**src/rtl/dmf_pkg.sv**
```systemverilog
// ----------------------------------------------------------------------------
// dmf_pkg
// Shared types and constants for the diploid multiplicative fitness block.
// ----------------------------------------------------------------------------
`default_nettype none

package dmf_pkg;

    localparam int LIST_DEPTH = 256;
    localparam int IDX_W      = $clog2(LIST_DEPTH);
    localparam int CNT_W      = $clog2(LIST_DEPTH + 1);

    localparam logic [15:0] HOM_SCALE_RESET = 16'd16384;  // 1.0 in Q2.14

    localparam logic [1:0] MODE_LOAD_FIRST  = 2'd0;
    localparam logic [1:0] MODE_LOAD_SECOND = 2'd1;
    localparam logic [1:0] MODE_EVALUATE    = 2'd2;

    typedef struct packed {
        logic [1:0]         mode;
        logic [31:0]        variant_key;
        logic signed [15:0] selection;
        logic signed [15:0] dominance;
        logic [31:0]        start_fitness;
        logic               same_gamete;
    } dmf_in_t;

    typedef struct packed {
        logic [31:0] fitness;
        logic        saturated;
        logic        list_overflow;
    } dmf_out_t;

    // one stored list entry
    typedef struct packed {
        logic [31:0]        key;
        logic signed [15:0] sel;
        logic signed [15:0] dom;
    } dmf_entry_t;

    localparam int ENTRY_W = $bits(dmf_entry_t);

    // request to the product unit
    typedef struct packed {
        logic               go;
        logic               hom;      // 1: 1 + s*hom_scale, 0: 1 + h*s
        logic signed [15:0] sel;
        logic signed [15:0] dom;
        logic [31:0]        fitness;
    } dmf_step_req_t;

    typedef struct packed {
        logic        done;
        logic [31:0] fitness;
        logic        sat;
    } dmf_step_rsp_t;

endpackage

`default_nettype wire

```
**src/rtl/dmf_fit_unit.sv**
```systemverilog
// ----------------------------------------------------------------------------
// dmf_fit_unit
// Four-stage product unit: operands, factor, fitness*factor, round and saturate.
// ----------------------------------------------------------------------------
`default_nettype none

module dmf_fit_unit
    import dmf_pkg::*;
(
    input  wire logic          aclk,
    input  wire logic          aresetn,
    input  wire logic [15:0]   hom_scale,
    input  wire dmf_step_req_t req,
    output dmf_step_rsp_t      rsp
);

    localparam logic [33:0] ONE_HET = 34'd1 << 30;
    localparam logic [33:0] ONE_HOM = 34'd1 << 29;
    localparam logic [64:0] HALF_HET = 65'd1 << 29;
    localparam logic [64:0] HALF_HOM = 65'd1 << 28;

    // stage 0: operands
    logic               v0_reg;
    logic               hom0_reg;
    logic signed [15:0] sel0_reg;
    logic signed [16:0] mb0_reg;
    logic [31:0]        f0_reg;

    // stage 1: factor
    logic               v1_reg;
    logic               hom1_reg;
    logic [33:0]        factor1_reg;
    logic [31:0]        f1_reg;

    // stage 2: full product
    logic               v2_reg;
    logic               hom2_reg;
    logic               neg2_reg;
    logic [63:0]        prod2_reg;

    // stage 3: result
    logic               v3_reg;
    logic [31:0]        fit3_reg;
    logic               sat3_reg;

    logic signed [32:0] term;
    logic [33:0]        factor_next;
    logic [64:0]        rsum;
    logic               ovf;
    logic [31:0]        fit_next;
    logic               sat_next;

    always_comb begin
        term        = sel0_reg * mb0_reg;
        factor_next = {term[32], term} + (hom0_reg ? ONE_HOM : ONE_HET);
    end

    always_comb begin
        rsum = {1'b0, prod2_reg} + (hom2_reg ? HALF_HOM : HALF_HET);
        if (hom2_reg) begin
            ovf      = |rsum[64:61];
            fit_next = rsum[60:29];
        end else begin
            ovf      = |rsum[64:62];
            fit_next = rsum[61:30];
        end
        sat_next = 1'b0;
        if (neg2_reg) begin
            fit_next = '0;
            sat_next = 1'b1;
        end else if (ovf) begin
            fit_next = '1;
            sat_next = 1'b1;
        end
    end

    always_ff @(posedge aclk) begin
        if (!aresetn) begin
            v0_reg <= 1'b0;
            v1_reg <= 1'b0;
            v2_reg <= 1'b0;
            v3_reg <= 1'b0;
        end else begin
            v0_reg <= req.go;
            v1_reg <= v0_reg;
            v2_reg <= v1_reg;
            v3_reg <= v2_reg;
        end
    end

    always_ff @(posedge aclk) begin
        hom0_reg    <= req.hom;
        sel0_reg    <= req.sel;
        mb0_reg     <= req.hom ? {1'b0, hom_scale} : {req.dom[15], req.dom};
        f0_reg      <= req.fitness;

        hom1_reg    <= hom0_reg;
        factor1_reg <= factor_next;
        f1_reg      <= f0_reg;

        hom2_reg    <= hom1_reg;
        neg2_reg    <= factor1_reg[33];
        prod2_reg   <= f1_reg * factor1_reg[31:0];

        fit3_reg    <= fit_next;
        sat3_reg    <= sat_next;
    end

    assign rsp = '{done: v3_reg, fitness: fit3_reg, sat: sat3_reg};

endmodule

`default_nettype wire
```
**config.mk**
```make
export PLATFORM = sky130hd
export DESIGN_NAME = dmf_fit_unit
export DESIGN_NICKNAME = d
export VERILOG_FILES = /design/src/rtl/dmf_pkg.sv /design/src/rtl/dmf_fit_unit.sv
export SDC_FILE = /design/constraint.sdc
export NUM_CORES = 2
export LEC_CHECK = 0
export BUFFER_PORTS_ARGS = -buffer_cell sky130_fd_sc_hd__buf_2
export CORE_MARGIN = 4
export CORE_UTILIZATION = 60
export DETAILED_ROUTE_END_ITERATION = 10
export PLACE_DENSITY = 0.78
export RECOVER_POWER = 50
export SYNTH_ARGS = -nofsm -noshare
export SYNTH_HDL_FRONTEND = slang
export SYNTH_SLANG_ARGS = --single-unit
export TNS_END_PERCENT = 100
```
**constraint.sdc**
```tcl
create_clock -name aclk -period 6.8 [get_ports aclk]
set_input_delay 0.34 -clock aclk [delete_from_list [all_inputs] [get_ports aclk]]
set_output_delay 0.34 -clock aclk [all_outputs]
set_load 0.02 [all_outputs]
```
======== After elaboration in Yosys (flattened, before gate mapping) ========
Index checks and enable logic that the tools add are counted.
operators by class
  equal/unequal tests ..................... 0
  magnitude comparators ................... 0
  multiplexer cells ....................... 7
  shift operators ......................... 0
  divide/modulo/power cells ............... 0
  $add $sub $neg .......................... 2
  reductions and logical operators ........ 2
  $mul .................................... 2
  bitwise logic cells ..................... 0
operator list
  operator                                        number
  64-bit by 30-bit adder with 65-bit output       1
  32-bit by 32-bit multiplier with 64-bit output  1
  32-bit 2-to-1 mux                               2
  33-bit by 32-bit adder with 34-bit output       1
  16-bit by 17-bit multiplier with 33-bit output  1
  31-bit 2-to-1 mux                               1
  30-bit 2-to-1 mux                               1
  16-bit 2-to-1 mux                               1
  4-bit OR reduction                              1
  3-bit OR reduction                              1
  1-bit 2-to-1 mux                                2
storage, ports and cells
  word-level logic and storage cells ...... 30
  bits in latches ......................... 0
  memory bits (writable) .................. 0
  register bits ........................... 236
  memories kept ........................... 0
  memory bits (read-only) ................. 0
  input bits .............................. 84
  output and inout bits ................... 34

======== Depth between registers and ports, before layout ========
  word-level depth ........................ 5
  gate-level depth with buffers ........... 27
  gate-level depth less buffers ........... 25

======== Worst setup path before layout ========
Ideal clock, no wire load.
  path type ............................... register -> register
  start ................................... reg factor1_reg[10]
  end ..................................... reg prod2_reg[53]
  slack ................................... -0.010 ns
  required time ........................... 6.673 ns
  data arrival time ....................... 6.684 ns
  cell stages (with the launch flop) ...... 24
  setup time .............................. 0.127 ns
  buffers on the path ..................... 2
  period minus slack after synthesis ...... 6.810 ns
  path through ............................ dfxtp_1 clkbuf_1 and2_1 fa_1 fa_1 inv_1 fa_1 fa_1 fa_1 inv_1 fa_1 fa_1 fa_1 ha_1 buf_2 a21oi_2 nand2_1 a211oi_1 o211ai_2 a21o_2 a21bo_2 a31oi_4 o21ai_0 xor2_1
between the ends
  longest elaborated chain between the ends .. 1
ends and longest elaborated chain
  element                                         RTL line             source
  start: declaration                              dmf_fit_unit.sv:32   logic [33:0] factor1_reg;
  start signal: assignment                        dmf_fit_unit.sv:98   factor1_reg <= factor_next;
  32-bit by 32-bit multiplier with 64-bit output  dmf_fit_unit.sv:103  prod2_reg <= f1_reg * factor1_reg[31:0];
  end signal: assignment                          dmf_fit_unit.sv:103
  end: declaration                                dmf_fit_unit.sv:39   logic [63:0] prod2_reg;
Every way passes these cells.
A chain may end at the register's enable or synchronous reset.

======== Worst setup path after layout ========
  start ................................... reg f1_reg[16]
  end ..................................... reg prod2_reg[52]
between the ends
  longest elaborated chain between the ends .. 1
ends and longest elaborated chain
  element                                         RTL line             source
  start: declaration                              dmf_fit_unit.sv:33   logic [31:0] f1_reg;
  start signal: assignment                        dmf_fit_unit.sv:99   f1_reg <= f0_reg;
  32-bit by 32-bit multiplier with 64-bit output  dmf_fit_unit.sv:103
Every way passes these cells.

==> impl_metrics.csv <==
group,metric,value,unit
placed_design,gp_congestion,0.950,
logic_synthesis,yosysSeqAreaShare,8.49,%
global_route,grt_util_met1,42.4,%
sta,fmaxAchievable,140,MHz
die,die_x,293,microns
die,die-height,293,microns
detailed_routing,route.detailed.drc,0,
logic_synthesis,synth_seq_cells,207,
detailed_routing,num_vias,36414,
logic_synthesis,synthArstFlopShare,0,%
sta,tightest_slew,1.06,ns
global_route,top_usage_layer,"met2",
clock_tree,cts_buffers,26,
global_route,grt_pass1_vias,39849,
die,io_pins,118,
logic_synthesis,synthFlopType,"dfxtp_1",
detailed_routing,wl,130000,microns
logic_synthesis,syn_inst,5203,
layout,largest_reg_flops,36,
global_route,antenna_found_initial,11,
detailed_routing,drt_first_iter_violations,2860,
min_path,hold_path_class,"primary input to flop",
clock_tree,clk_path_buf_depth,3,
setup_path,reg2reg_depth,26,
global_route,met2_usage,49.4,%
layout,fillers,5769,
layout,drive_gt1_share,14.9,%
logic_synthesis,ys_types,70,
global_route,grt_max_degree,48,
status,outcome,"finished with violations",
sta,maxSlewHeadroom,29.3,%
sta,finalClockSkew,0.0153,ns
logic_synthesis,syn_area_per_cell,9.39,sq um
logic_synthesis,mappedNetlistArea,48800,sq um
global_route,grt_pass1_wl,211000,microns
logic_synthesis,yosysWarnings,0,
sta,setup_ws,-0.350,ns
die,rows,104,
clock_tree,tritoncts,"done",
layout,finish.net_count,7181,
logic_synthesis,synth_edf_count,0,
flow_run,drv_cap,0,
placed_design,dp_hpwl,107000,microns
layout,multi_input_area,40000,sq um
min_path,hold_path_depth,2,
sta,min_period,7.15,ns
setup_path,critPathCaptureType,"flop",
layout,mostFrequentLayoutCell,"inv_1",
clock_tree,cts_root_buf,"clkbuf_16",
setup_path,crit_path_start_kind,"flop",
die,coreArea,80500,sq um
layout,area_growth,15.1,%
die,die-area,86000,sq um
detailed_routing,drt_pass1_iterations,9,
logic_synthesis,synth_nets,6813,
global_route,grtUsageTotal,31.0,%
layout,layout_common_cells,"1174 x inv_1, 1148 x fa_1, 689 x nand2_1",
sta,post-route-period-util,105,%
layout,regArea,4230,sq um
sta,hold_violations,0,
detailed_routing,postRouteAntennaNets,0,
sta,rsz0062_at_grt,"yes",
placed_design,placedCellCount,6488,
detailed_routing,via_per_inst,5.47,
setup_path,path_max_fanout,10,
die,initial_core_util,60.6,%
clock_tree,htreeDepth,1,
sta,drv_slew,0,
clock_tree,clk_pin_slew,0.06,ns
clock_tree,clkLatencyLatePin,0.59,ns
sta,hold_ws,0.0102,ns
placed_design,place_ws,-0.955,ns
sta,setup_violations,29,
setup_path,crit_arrival,7.62,ns
placed_design,portBuffers,117,
setup_path,crit_type,"flop to flop",
global_route,grt-ovfl-total,0,
setup_path,worst_ep_required_time,7.27,ns
status,violations,"negative setup slack",
detailed_routing,detail_route.wl_per_cell,19.6,microns
clock_tree,cts.sinks,207,
layout,stdcell_count,6657,
global_route,use_met3,6.67,%
synth_stat cells (all sizes together), types with 3 or more instances:
cell / instances / area, sq um
o21bai: 11 / 82.6
o21a: 11 / 90.1
a21oi: 126 / 751
nand2: 694 / 2610
dfxtp: 207 / 4140
ha: 346 / 4330
nor2b: 9 / 56.3
o311ai: 4 / 35.0
and2: 682 / 4270
xnor2: 56 / 490
and3: 11 / 68.8
nor2: 58 / 218
a21o: 44 / 332
nand3: 35 / 188
o211ai: 10 / 80.1
nand2b: 22 / 138
mux2: 30 / 338
nand4: 29 / 196
xor2: 38 / 333
buf: 12 / 80.1
nor3: 17 / 106
o21ai: 50 / 250
o31ai: 6 / 45.0
a211oi: 12 / 90.1
fa: 1180 / 23600
clkbuf: 255 / 957
or3: 3 / 18.8
o221ai: 3 / 26.3
a31oi: 11 / 83.8
inv: 1192 / 4470
o41ai: 4 / 42.6
critical path, stage by stage (launching register included):
cell and delay [ns]:
dfxtp_2 0.33, buf_12 0.15, buf_8 0.12, and2_4 0.13
fa_1 0.54, inv_2 0.04, fa_1 0.47, fa_1 0.52
fa_1 0.52, inv_2 0.04, fa_1 0.49, inv_2 0.04
fa_1 0.48, inv_2 0.04, fa_1 0.49, fa_2 0.63
ha_4 0.22, a21oi_2 0.11, o211ai_1 0.13, o21ai_1 0.22
buf_4 0.16, nor2_4 0.03, a21o_4 0.27, a21bo_4 0.27
a31oi_4 0.30, o21bai_1 0.12, xor2_1 0.15
routing by layer:
metal / vias up / routed length, microns
met5: - / 23
met1: 18423 / 51200
met4: 4 / 6290
met2: 1777 / 59900
li1: 15896 / -
met3: 314 / 12800
logic make-up after synthesis:
logic type | Yosys count | synth area share, %
compound gates | 313 | 4.28
xor+xnor | 94 | 1.69
fa+ha+maj | 1526 | 57.2
buf+inv | 1460 | 11.3
flops | 207 | 8.49
mux | 30 | 0.692
simple gates | 1573 | 16.3
what timing repair did:
action / 4_1_cts / 5_1_grt
resized for setup: 188 / 120
endpoints found under the hold margin: 67 / 0
gates cloned: 0 / 2
hold buffers: 78 / 0
setup endpoints to repair: 35 / 34
pin swaps: 52 / 85
buffers inserted: 22 / 15
cell type report:
| cell class | count | share of cell area [%] |
|---|---|---|
| repair buffers | 607 | 9.38 |
| well taps | 1060 | 2.36 |
| multi-input cells | 3536 | 71.1 |
| flip-flops and latches | 207 | 7.52 |
| inverters | 1193 | 7.97 |
| clock buffers | 29 | 1.20 |
| diodes | 6 | 0.0267 |
| clock inverters | 19 | 0.394 |
final timing paths:
kind / start / end / slack [ns]
worst max-delay path: f1_reg[16] / prod2_reg[52] / -0.35
worst min-delay path: req[34] / mb0_reg[2] / 0.01
worst max register to register: f1_reg[16] / prod2_reg[52] / -0.35
worst min register to register: f0_reg[3] / f1_reg[3] / 0.33
metrics by stage:
step | util (%) | area [sq um] | setup TNS [ns]
floorplan | - | 48800 | 0
global placement | 65.9 | 53100 | -16.65
detailed placement | 65.9 | 53100 | -20.29
CTS | 69.0 | 55600 | -1.67
global route | 69.8 | 56200 | -9.93
finish | 69.8 | 56200 | -5.82
Power is not shown: default switching activity piles up to over one toggle a cycle in this logic, so the estimate is an artifact.
